===== config.mk =====
export PLATFORM = sky130hd
export DESIGN_NAME = wheel_vector_slew_limiter
export DESIGN_NICKNAME = d
export VERILOG_FILES = /design/src/hdl/wvsl_pkg.sv /design/src/hdl/wvsl_serial_mul.sv /design/src/hdl/wvsl_serial_div.sv /design/src/hdl/wheel_vector_slew_limiter.sv
export SDC_FILE = /design/constraint.sdc
export NUM_CORES = 1
export LEC_CHECK = 0
export ABC_AREA = 1
export BUFFER_PORTS_ARGS = -buffer_cell sky130_fd_sc_hd__buf_2
export CAP_MARGIN = 20
export CORE_MARGIN = 2
export CORE_UTILIZATION = 60
export CTS_BUF_LIST = sky130_fd_sc_hd__clkbuf_2
export CTS_CLUSTER_SIZE = 40
export DETAILED_ROUTE_END_ITERATION = 10
export PLACE_DENSITY = 0.82
export REMOVE_ABC_BUFFERS = 1
export SETUP_SLACK_MARGIN = 0.3
export SLEW_MARGIN = 10
export SYNTH_ARGS = -nofsm -noshare
export SYNTH_HDL_FRONTEND = slang
export SYNTH_SLANG_ARGS = --single-unit

===== constraint.sdc =====
create_clock -name clock -period 6.7 [get_ports clock]
set_clock_uncertainty 0.1 [all_clocks]
set_input_delay 1.34 -clock clock [delete_from_list [all_inputs] [get_ports clock]]
set_output_delay 1.34 -clock clock [all_outputs]
set_load 0.01 [all_outputs]

===== src/hdl/wvsl_pkg.sv =====
// ----------------------------------------------------------------------------
// Wheel vector slew limiter package
// Shared widths, constants, register indexes and sequencer states.
// ----------------------------------------------------------------------------
`default_nettype none

package wvsl_pkg;

   localparam int WHEEL_COUNT_DEFAULT = 4;
   localparam int SPEED_BITS_DEFAULT  = 20;

   localparam int TICK_BITS     = 16;
   localparam int SLEW_BITS     = 24;
   localparam int LIMIT_BITS    = 19;
   localparam int ALLOWED_BITS  = 24;
   localparam int CSR_DATA_BITS = 24;

   // serial unit widths for the default speed width
   localparam int MUL_B_BITS_DEFAULT   = SPEED_BITS_DEFAULT + 1;
   localparam int DIVIDEND_BITS_DEFAULT = ALLOWED_BITS + MUL_B_BITS_DEFAULT;
   localparam int DIVISOR_BITS_DEFAULT  = MUL_B_BITS_DEFAULT;

   localparam logic [TICK_BITS-1:0]  TICK_MIN_US  = 16'd100;
   localparam logic [TICK_BITS-1:0]  TICK_MAX_US  = 16'd50000;
   // slew/256 * tick/1e6 * 4096 = slew * tick / 62500
   localparam logic [TICK_BITS-1:0]  STEP_DIVISOR = 16'd62500;

   localparam logic [SLEW_BITS-1:0]  SLEW_RESET  = 24'd0;
   localparam logic [LIMIT_BITS-1:0] LIMIT_RESET = 19'h7FFFF;

   typedef enum logic [0:0] {
      CSR_SLEW_LIMIT  = 1'b0,
      CSR_SPEED_LIMIT = 1'b1
   } csr_index_type;

   typedef enum logic [0:0] {
      MODE_SHARED = 1'b0,
      MODE_DIRECT = 1'b1
   } mode_type;

   typedef enum logic [3:0] {
      ST_IDLE,
      ST_STEP_MUL,
      ST_STEP_DIV,
      ST_PEAK,
      ST_WHEEL,
      ST_SCALE_MUL,
      ST_SCALE_DIV,
      ST_APPLY,
      ST_OUTPUT
   } state_type;

endpackage

`default_nettype wire


===== src/hdl/wvsl_serial_mul.sv =====
// ----------------------------------------------------------------------------
// Bit-serial multiplier
// Shift-add unsigned multiply, one multiplier bit per cycle, narrow adder.
// ----------------------------------------------------------------------------
`default_nettype none

module wvsl_serial_mul #(
   parameter int A_BITS = wvsl_pkg::ALLOWED_BITS,
   parameter int B_BITS = wvsl_pkg::MUL_B_BITS_DEFAULT
) (
   input  wire logic                       clock,
   input  wire logic                       reset,
   input  wire logic                       start,
   input  wire logic [A_BITS-1:0]          a,
   input  wire logic [B_BITS-1:0]          b,
   output logic                            done,
   output logic      [A_BITS+B_BITS-1:0]   product
);

   import wvsl_pkg::*;

   localparam int CNT_BITS = $clog2(B_BITS + 1);

   logic [A_BITS-1:0]   a_ff, a_in;
   logic [A_BITS-1:0]   hi_ff, hi_in;
   logic [B_BITS-1:0]   lo_ff, lo_in;
   logic [CNT_BITS-1:0] cnt_ff, cnt_in;
   logic                done_ff, done_in;
   logic [A_BITS:0]     sum;

   always_comb begin
      sum     = {1'b0, hi_ff} + (lo_ff[0] ? {1'b0, a_ff} : {(A_BITS+1){1'b0}});
      a_in    = a_ff;
      hi_in   = hi_ff;
      lo_in   = lo_ff;
      cnt_in  = cnt_ff;
      done_in = 1'b0;
      if (start) begin
         a_in   = a;
         hi_in  = '0;
         lo_in  = b;
         cnt_in = CNT_BITS'(B_BITS);
      end else if (cnt_ff != '0) begin
         // add on the low bit, then shift the whole product right
         hi_in   = sum[A_BITS:1];
         lo_in   = {sum[0], lo_ff[B_BITS-1:1]};
         cnt_in  = cnt_ff - 1'b1;
         done_in = (cnt_ff == CNT_BITS'(1));
      end
   end

   always_ff @(posedge clock) begin
      if (reset) begin
         cnt_ff  <= '0;
         done_ff <= 1'b0;
      end else begin
         cnt_ff  <= cnt_in;
         done_ff <= done_in;
      end
   end

   always_ff @(posedge clock) begin
      a_ff  <= a_in;
      hi_ff <= hi_in;
      lo_ff <= lo_in;
   end

   assign done    = done_ff;
   assign product = {hi_ff, lo_ff};

endmodule

`default_nettype wire


===== src/hdl/wvsl_serial_div.sv =====
// ----------------------------------------------------------------------------
// Bit-serial divider
// Restoring unsigned divide, one quotient bit per cycle. Divisor is nonzero.
// ----------------------------------------------------------------------------
`default_nettype none

module wvsl_serial_div #(
   parameter int DIVIDEND_BITS = wvsl_pkg::DIVIDEND_BITS_DEFAULT,
   parameter int DIVISOR_BITS  = wvsl_pkg::DIVISOR_BITS_DEFAULT
) (
   input  wire logic                      clock,
   input  wire logic                      reset,
   input  wire logic                      start,
   input  wire logic [DIVIDEND_BITS-1:0]  dividend,
   input  wire logic [DIVISOR_BITS-1:0]   divisor,
   output logic                           done,
   output logic      [DIVIDEND_BITS-1:0]  quotient
);

   import wvsl_pkg::*;

   localparam int CNT_BITS = $clog2(DIVIDEND_BITS + 1);

   logic [DIVISOR_BITS-1:0]  dsr_ff, dsr_in;
   logic [DIVISOR_BITS-1:0]  rem_ff, rem_in;
   logic [DIVIDEND_BITS-1:0] quo_ff, quo_in;
   logic [CNT_BITS-1:0]      cnt_ff, cnt_in;
   logic                     done_ff, done_in;
   logic [DIVISOR_BITS:0]    shifted;
   logic [DIVISOR_BITS+1:0]  diff;
   logic                     borrow;

   always_comb begin
      shifted = {rem_ff, quo_ff[DIVIDEND_BITS-1]};
      diff    = {1'b0, shifted} - {2'b00, dsr_ff};
      borrow  = diff[DIVISOR_BITS+1];
      dsr_in  = dsr_ff;
      rem_in  = rem_ff;
      quo_in  = quo_ff;
      cnt_in  = cnt_ff;
      done_in = 1'b0;
      if (start) begin
         dsr_in = divisor;
         rem_in = '0;
         quo_in = dividend;
         cnt_in = CNT_BITS'(DIVIDEND_BITS);
      end else if (cnt_ff != '0) begin
         // keep the trial difference only when it did not borrow
         rem_in  = borrow ? shifted[DIVISOR_BITS-1:0] : diff[DIVISOR_BITS-1:0];
         quo_in  = {quo_ff[DIVIDEND_BITS-2:0], ~borrow};
         cnt_in  = cnt_ff - 1'b1;
         done_in = (cnt_ff == CNT_BITS'(1));
      end
   end

   always_ff @(posedge clock) begin
      if (reset) begin
         cnt_ff  <= '0;
         done_ff <= 1'b0;
      end else begin
         cnt_ff  <= cnt_in;
         done_ff <= done_in;
      end
   end

   always_ff @(posedge clock) begin
      dsr_ff <= dsr_in;
      rem_ff <= rem_in;
      quo_ff <= quo_in;
   end

   assign done     = done_ff;
   assign quotient = quo_ff;

endmodule

`default_nettype wire


===== src/hdl/wheel_vector_slew_limiter.sv =====
// ----------------------------------------------------------------------------
// Wheel vector slew limiter
// Limits the change of a wheel speed vector per control tick, either by a
// shared scale on the whole vector or per wheel, then saturates each speed.
// ----------------------------------------------------------------------------
// MB = max(16, SPEED_BITS+1), PW = 24 + MB. Each wheel that is scaled in
// shared mode also runs the bit-serial multiplier (MB bits) and the
// one-bit-per-cycle divider (PW bits). One word in flight at a time.
// Reset: last speeds clear to zero, slew limit to zero, speed limit to max.
`default_nettype none

module wheel_vector_slew_limiter #(
   parameter int WHEEL_COUNT = wvsl_pkg::WHEEL_COUNT_DEFAULT,
   parameter int SPEED_BITS  = wvsl_pkg::SPEED_BITS_DEFAULT,
   localparam int REQ_RAW_BITS  = wvsl_pkg::TICK_BITS + WHEEL_COUNT * SPEED_BITS,
   localparam int REQ_DATA_BITS = ((REQ_RAW_BITS + 7) / 8) * 8,
   localparam int RSP_DATA_BITS = ((WHEEL_COUNT * SPEED_BITS + 7) / 8) * 8
) (
   input  wire logic                                  clock,
   input  wire logic                                  reset,
   // request
   input  wire logic                                  req_tvalid,
   output logic                                       req_tready,
   // tick_us, target_a, target_b, ... (SPEED_BITS each), zero pad
   input  wire logic [REQ_DATA_BITS-1:0]              req_tdata,
   // command
   input  wire logic                                  req_tuser,
   // response
   output logic                                       rsp_tvalid,
   input  wire logic                                  rsp_tready,
   // speed_a, speed_b, ... (SPEED_BITS each), zero pad
   output logic      [RSP_DATA_BITS-1:0]              rsp_tdata,
   // register writes
   input  wire logic                                  csr_valid,
   output logic                                       csr_ready,
   input  wire wvsl_pkg::csr_index_type               csr_index,
   input  wire logic [wvsl_pkg::CSR_DATA_BITS-1:0]    csr_data
);

   import wvsl_pkg::*;

   localparam int IW   = $clog2(WHEEL_COUNT);
   localparam int DW   = SPEED_BITS + 1;
   localparam int MB   = (TICK_BITS > DW) ? TICK_BITS : DW;
   localparam int PW   = ALLOWED_BITS + MB;
   localparam int CMPW = (DW > ALLOWED_BITS) ? DW : ALLOWED_BITS;
   localparam int CW   = ((SPEED_BITS > LIMIT_BITS) ? SPEED_BITS : LIMIT_BITS) + 2;
   localparam logic [IW-1:0] LAST_IDX = IW'(WHEEL_COUNT - 1);

   state_type state_ff, state_in;

   logic [SLEW_BITS-1:0]           slew_ff, slew_in;
   logic [LIMIT_BITS-1:0]          limit_ff, limit_in;
   mode_type                       mode_ff, mode_in;
   logic [IW-1:0]                  idx_ff, idx_in;
   logic [ALLOWED_BITS-1:0]        allowed_ff, allowed_in;
   logic [DW-1:0]                  peak_ff, peak_in;
   logic [DW-1:0]                  mag_ff, mag_in;
   logic                           neg_ff, neg_in;
   logic signed [SPEED_BITS-1:0]   target_ff [WHEEL_COUNT];
   logic signed [SPEED_BITS-1:0]   target_in [WHEEL_COUNT];
   logic signed [SPEED_BITS-1:0]   last_ff   [WHEEL_COUNT];
   logic signed [SPEED_BITS-1:0]   last_in   [WHEEL_COUNT];
   logic                           rsp_valid_ff, rsp_valid_in;
   logic [RSP_DATA_BITS-1:0]       rsp_data_ff, rsp_data_in;

   logic                    accept;
   logic [TICK_BITS-1:0]    tick_raw, tick_clamped;
   logic [DW-1:0]           delta, dmag, clamp_mag;
   logic                    dneg, scale, last_wheel, rsp_load;
   logic signed [CW-1:0]    last_ext, step_ext, sum_ext, lim_ext, sat;

   logic                    mul_start, mul_done;
   logic [ALLOWED_BITS-1:0] mul_a;
   logic [MB-1:0]           mul_b;
   logic [PW-1:0]           mul_product;
   logic                    div_start, div_done;
   logic [PW-1:0]           div_dividend, div_quotient;
   logic [MB-1:0]           div_divisor;

   wvsl_serial_mul #(
      .A_BITS (ALLOWED_BITS),
      .B_BITS (MB)
   ) u_mul (
      .clock   (clock),
      .reset   (reset),
      .start   (mul_start),
      .a       (mul_a),
      .b       (mul_b),
      .done    (mul_done),
      .product (mul_product)
   );

   wvsl_serial_div #(
      .DIVIDEND_BITS (PW),
      .DIVISOR_BITS  (MB)
   ) u_div (
      .clock    (clock),
      .reset    (reset),
      .start    (div_start),
      .dividend (div_dividend),
      .divisor  (div_divisor),
      .done     (div_done),
      .quotient (div_quotient)
   );

   // per-wheel arithmetic on the selected wheel
   always_comb begin
      accept   = req_tvalid && (state_ff == ST_IDLE);
      tick_raw = req_tdata[TICK_BITS-1:0];
      if (tick_raw < TICK_MIN_US) begin
         tick_clamped = TICK_MIN_US;
      end else if (tick_raw > TICK_MAX_US) begin
         tick_clamped = TICK_MAX_US;
      end else begin
         tick_clamped = tick_raw;
      end
      delta      = {target_ff[idx_ff][SPEED_BITS-1], target_ff[idx_ff]}
                 - {last_ff[idx_ff][SPEED_BITS-1], last_ff[idx_ff]};
      dneg       = delta[DW-1];
      dmag       = dneg ? (~delta + 1'b1) : delta;
      scale      = (mode_ff == MODE_SHARED) && (CMPW'(peak_ff) > CMPW'(allowed_ff));
      clamp_mag  = (CMPW'(dmag) > CMPW'(allowed_ff)) ? DW'(allowed_ff) : dmag;
      last_wheel = (idx_ff == LAST_IDX);
      last_ext   = CW'(last_ff[idx_ff]);
      step_ext   = CW'(signed'({1'b0, mag_ff}));
      sum_ext    = neg_ff ? (last_ext - step_ext) : (last_ext + step_ext);
      lim_ext    = CW'(signed'({1'b0, limit_ff}));
      if (sum_ext > lim_ext) begin
         sat = lim_ext;
      end else if (sum_ext < -lim_ext) begin
         sat = -lim_ext;
      end else begin
         sat = sum_ext;
      end
   end

   // next state
   always_comb begin
      state_in = state_ff;
      unique case (state_ff)
         ST_IDLE:      if (req_tvalid) state_in = ST_STEP_MUL;
         ST_STEP_MUL:  if (mul_done) state_in = ST_STEP_DIV;
         ST_STEP_DIV:  if (div_done) state_in = ST_PEAK;
         ST_PEAK:      if (last_wheel) state_in = ST_WHEEL;
         ST_WHEEL:     state_in = scale ? ST_SCALE_MUL : ST_APPLY;
         ST_SCALE_MUL: if (mul_done) state_in = ST_SCALE_DIV;
         ST_SCALE_DIV: if (div_done) state_in = ST_APPLY;
         ST_APPLY:     state_in = last_wheel ? ST_OUTPUT : ST_WHEEL;
         ST_OUTPUT:    if (!rsp_valid_ff || rsp_tready) state_in = ST_IDLE;
         default:      state_in = ST_IDLE;
      endcase
   end

   // unit controls and handshake
   always_comb begin
      req_tready   = (state_ff == ST_IDLE);
      mul_start    = 1'b0;
      mul_a        = slew_ff;
      mul_b        = MB'(tick_clamped);
      div_start    = 1'b0;
      div_dividend = mul_product;
      div_divisor  = MB'(STEP_DIVISOR);
      rsp_load     = 1'b0;
      unique case (state_ff)
         ST_IDLE:      mul_start = accept;
         ST_STEP_MUL:  div_start = mul_done;
         ST_WHEEL: begin
            mul_start = scale;
            mul_a     = allowed_ff;
            mul_b     = MB'(dmag);
         end
         ST_SCALE_MUL: begin
            div_start   = mul_done;
            div_divisor = MB'(peak_ff);
         end
         ST_OUTPUT:    rsp_load = !rsp_valid_ff || rsp_tready;
         ST_STEP_DIV, ST_PEAK, ST_SCALE_DIV, ST_APPLY: ;
         default: ;
      endcase
   end

   // datapath registers
   always_comb begin
      slew_in      = slew_ff;
      limit_in     = limit_ff;
      mode_in      = mode_ff;
      idx_in       = idx_ff;
      allowed_in   = allowed_ff;
      peak_in      = peak_ff;
      mag_in       = mag_ff;
      neg_in       = neg_ff;
      target_in    = target_ff;
      last_in      = last_ff;
      rsp_data_in  = rsp_data_ff;
      rsp_valid_in = rsp_valid_ff && !rsp_tready;

      if (csr_valid) begin
         unique case (csr_index)
            CSR_SLEW_LIMIT:  slew_in  = csr_data[SLEW_BITS-1:0];
            CSR_SPEED_LIMIT: limit_in = csr_data[LIMIT_BITS-1:0];
            default: ;
         endcase
      end

      if (accept) begin
         mode_in = mode_type'(req_tuser);
         for (int i = 0; i < WHEEL_COUNT; i++) begin
            target_in[i] = req_tdata[TICK_BITS + i*SPEED_BITS +: SPEED_BITS];
         end
      end

      unique case (state_ff)
         ST_STEP_DIV: begin
            if (div_done) begin
               allowed_in = div_quotient[ALLOWED_BITS-1:0];
               peak_in    = '0;
               idx_in     = '0;
            end
         end
         ST_PEAK: begin
            if (dmag > peak_ff) peak_in = dmag;
            idx_in = last_wheel ? '0 : idx_ff + 1'b1;
         end
         ST_WHEEL: begin
            neg_in = dneg;
            mag_in = clamp_mag;
         end
         ST_SCALE_DIV: begin
            if (div_done) mag_in = div_quotient[DW-1:0];
         end
         ST_APPLY: begin
            last_in[idx_ff] = sat[SPEED_BITS-1:0];
            idx_in          = last_wheel ? '0 : idx_ff + 1'b1;
         end
         ST_OUTPUT: begin
            if (rsp_load) begin
               rsp_data_in = '0;
               for (int i = 0; i < WHEEL_COUNT; i++) begin
                  rsp_data_in[i*SPEED_BITS +: SPEED_BITS] = last_ff[i];
               end
               rsp_valid_in = 1'b1;
            end
         end
         ST_IDLE, ST_STEP_MUL, ST_SCALE_MUL: ;
         default: ;
      endcase
   end

   always_ff @(posedge clock) begin
      if (reset) begin
         state_ff     <= ST_IDLE;
         slew_ff      <= SLEW_RESET;
         limit_ff     <= LIMIT_RESET;
         idx_ff       <= '0;
         rsp_valid_ff <= 1'b0;
         for (int i = 0; i < WHEEL_COUNT; i++) begin
            last_ff[i] <= '0;
         end
      end else begin
         state_ff     <= state_in;
         slew_ff      <= slew_in;
         limit_ff     <= limit_in;
         idx_ff       <= idx_in;
         rsp_valid_ff <= rsp_valid_in;
         last_ff      <= last_in;
      end
   end

   always_ff @(posedge clock) begin
      mode_ff     <= mode_in;
      allowed_ff  <= allowed_in;
      peak_ff     <= peak_in;
      mag_ff      <= mag_in;
      neg_ff      <= neg_in;
      target_ff   <= target_in;
      rsp_data_ff <= rsp_data_in;
   end

   assign csr_ready  = 1'b1;
   assign rsp_tvalid = rsp_valid_ff;
   assign rsp_tdata  = rsp_data_ff;

endmodule

`default_nettype wire

==> run_results.csv <==
group,metric,value,unit
routing,drt.antenna.violating_nets,0,
cells_and_area,fillers,4206,
clock_tree,clock_latency,1.38,ns
yosys,synth_edf_count,339,
cells_and_area,layout_common_cells,"nand2_1, inv_1, nor2_1, edfxtp_1, o21ai_0",
placement,dp.cells,4494,
routing,wl,89.52,mm
clock_tree,cts.sinks,527,
min_path,hold_path.class,"in -> reg",
routing,vias,27450,
clock_tree,cts_tree,"done",
clock_tree,cts_root_buf,"clkbuf_2",
floorplan,core_area,50070,um2
grt,grt.total_usage,0.3385,
power,p_seq_frac,0.337,
power,peakVddDrop,0.2189,mV
routing,maxUsedRoutingLayer,"met5",
routing,first_pass_iters,7,
yosys,ys_ff_latch,527,
grt,antenna_found_initial,2,
sta,fmax,166.5,MHz
power,comb_power_share,0.491,
power,p_int,7700,uW
grt,overflow,0,
sta,hold_slack,0.09798,ns
clock_tree,htreeDepth,4,
placement,globalplace.congestion,0.9723,
grt,grt_pass1_wl,138.2,mm
yosys,avgSynthCellArea,8.196,um2
routing,wl_met3,8.809,mm
grt,grt_pass1_vias,25310,
grt,grt_max_degree,80,
floorplan,die_w,228.9,um
sta,setup_ws,0.6940,ns
placement,place_area,32090,um2
yosys,synth-main-ff-cell,"edfxtp_1",
routing,met1_length,37.50,mm
clock_tree,cts.path.max_buffers,3,
floorplan,die_h,228.9,um
placement,hpwl,64.42,mm
routing,drt_iter0_drc,3184,
yosys,ys_seq_area_frac,0.4596,
floorplan,placementRows,82,
clock_tree,clk_pin_slew,0.11,ns
worst_setup_path,arrival,6.98,ns
sta,hold_viol_final,0,
worst_setup_path,worstSetupStartpointType,"flip-flop",
placement,io_buffers,208,
floorplan,start_util,0.6060,
sta,min_period,6.006,ns
yosys,postSynthCellCount,3702,
routing,viasPerCell,5.677,
cells_and_area,stdcell_count,4836,
sta,finalMaxSlewViolations,0,
yosys,ys_async_sr_fraction,0,
power,netSwitchingPower,6498,uW
power,clock_power_share,0.172,
cells_and_area,drive_gt1_frac,0.1402,
sta,slew_headroom,0.2673,
sta,rsz0062_at_grt,"no",
outcome,outcome,"finished, final reports clean",
cells_and_area,fin_area,34480,um2
worst_setup_path,crit_type,"reg -> reg",
worst_setup_path,crit_path_end_kind,"flip-flop",
run,maxCapViolations,0,
worst_setup_path,cp_common_cell,"nand2_1",
worst_setup_path,cpPeakStageDelay,0.41,ns
routing,routed-wl-met2,40.30,mm
routing,avgRoutedWirePerCell,18.51,um
power,power_density,411.8,nW/um2
worst_setup_path,critPathMaxFanout,64,
cells_and_area,final_nets,4381,
power,p_leak,0.01604,uW
worst_setup_path,slowest_stage,"fa_1",
worst_setup_path,cp_data_required_time,7.67,ns
sta,setup_viol,0,
sta,fin_crit_sh,0.8964,
sta,tightestPinTransition,1.095,ns
cells_and_area,final_common_cell,"nand2_1",
placement,pre_cts_ws,0.4013,ns
power,sw_frac_of_total,0.4577,
clock_tree,cts_made_buffers,138,
power,power,14200,uW
yosys,synth_area,30340,um2
routing,drc,0,
floorplan,fp.dieArea,52380,um2
yosys,yosys_warnings,0,
cells_and_area,area_delta_synth_final,13.64,%
floorplan,ios,210,
yosys,ys_types,59,
-- layer usage --
layer / GRT usage / vias to the layer above
met5: 0 / -
met1: 0.4712 / 12700
met2: 0.5253 / 1413
met4: 0.1337 / 2
met3: 0.06275 / 198
li1: - / 13140
-- synth_stat cells (27+ instances only) --
library cell,n,area (um2)
nand3_1,191,955.9
clkbuf_1,100,375.4
dfxtp_1,188,3764
nor2_1,355,1333
nand4_1,37,231.5
a21oi_1,232,1161
xor2_1,64,560.5
ha_1,201,2515
nand2_1,837,3142
edfxtp_1,339,10180
xnor2_1,27,236.5
o21a_1,43,322.8
inv_1,512,1922
o211ai_1,30,225.2
o21ai_0,273,1366
-- power by group through the flow --
| stage | Sequential, uW | Clock, uW | Combinational, uW |
|---|---|---|---|
| after floorplan | 4710 | 0 | 4720 |
| after global placement | 4830 | 0 | 6550 |
| after detailed placement | 4840 | 0 | 6700 |
| after CTS | 4770 | 2450 | 6780 |
| after global routing | 4840 | 2650 | 7740 |
| final | 4790 | 2440 | 6980 |
-- worst max-delay path: cells and delay by family, from the launching register on --
kind | cells | cell delay (ns)
compound gates | 4 | 0.72
simple gates | 19 | 2.66
fa+ha+maj | 3 | 1.04
buf+inv | 6 | 0.79
flops | 1 | 0.34
-- through the flow --
step	util	TNS (ns)
global placement	0.6405	0
CTS	0.6840	0
finish	0.6887	0
global route	0.6885	0
detailed placement	0.6409	0
floorplan	-	-159.62
-- flip-flops by register name, indices dropped and copies added, names as in the netlist, 4 cells and up --
signal	flops
slew_ff	24
u_div.quotient	45
target_ff	80
mag_ff	21
u_mul.hi_ff	24
u_div.cnt_ff	6
last_ff	80
state_ff	4
u_div.rem_ff	21
allowed_ff	24
limit_ff	19
u_div.dsr_ff	21
u_mul.a_ff	24
peak_ff	21
u_mul.cnt_ff	5
rsp_tdata	80
u_mul.lo_ff	21
-- final timing paths --
kind / from / endpoint / slack (ns) / cells after the start
setup reg to reg: idx_ff[1] / mag_ff[19] / 0.69 / 32
setup / recovery: idx_ff[1] / mag_ff[19] / 0.69 / 32
hold / removal: req_tdata[72] / target_ff[36] / 0.1 / 1
hold reg to reg: u_div.quotient[16] / allowed_ff[16] / 0.31 / 0
-- cell families after synthesis --
kind of cell,after synthesis,share of synthesized area
AO/OA/AOI/OAI,711,0.1334
XOR/XNOR,92,0.02681
adder cells (fa/ha/maj),205,0.08553
buffers and inverters,651,0.08268
flip-flops,527,0.4596
other,1,0.0001236
AND/OR/NAND/NOR,1515,0.2118
-- layout make-up --
cell class	instances	area [um2]	area share
diodes	5	12.51	0.0003629
repair buffers	338	2296	0.06659
inverters	520	1958	0.05679
flip-flops and latches	527	13950	0.4045
clock inverters	36	297.8	0.008637
well taps	672	840.8	0.02439
clock buffers	214	1071	0.03106
multi-input cells	2524	14060	0.4077
-- repair_timing --
item	4_1_cts	5_1_grt
hold buffers	79	0
endpoints found under the setup margin	0	42
buffers inserted	0	6
resized for setup	0	22
hold endpoints to repair	79	0
No activity file was read; power rests on OpenSTA's default activity.
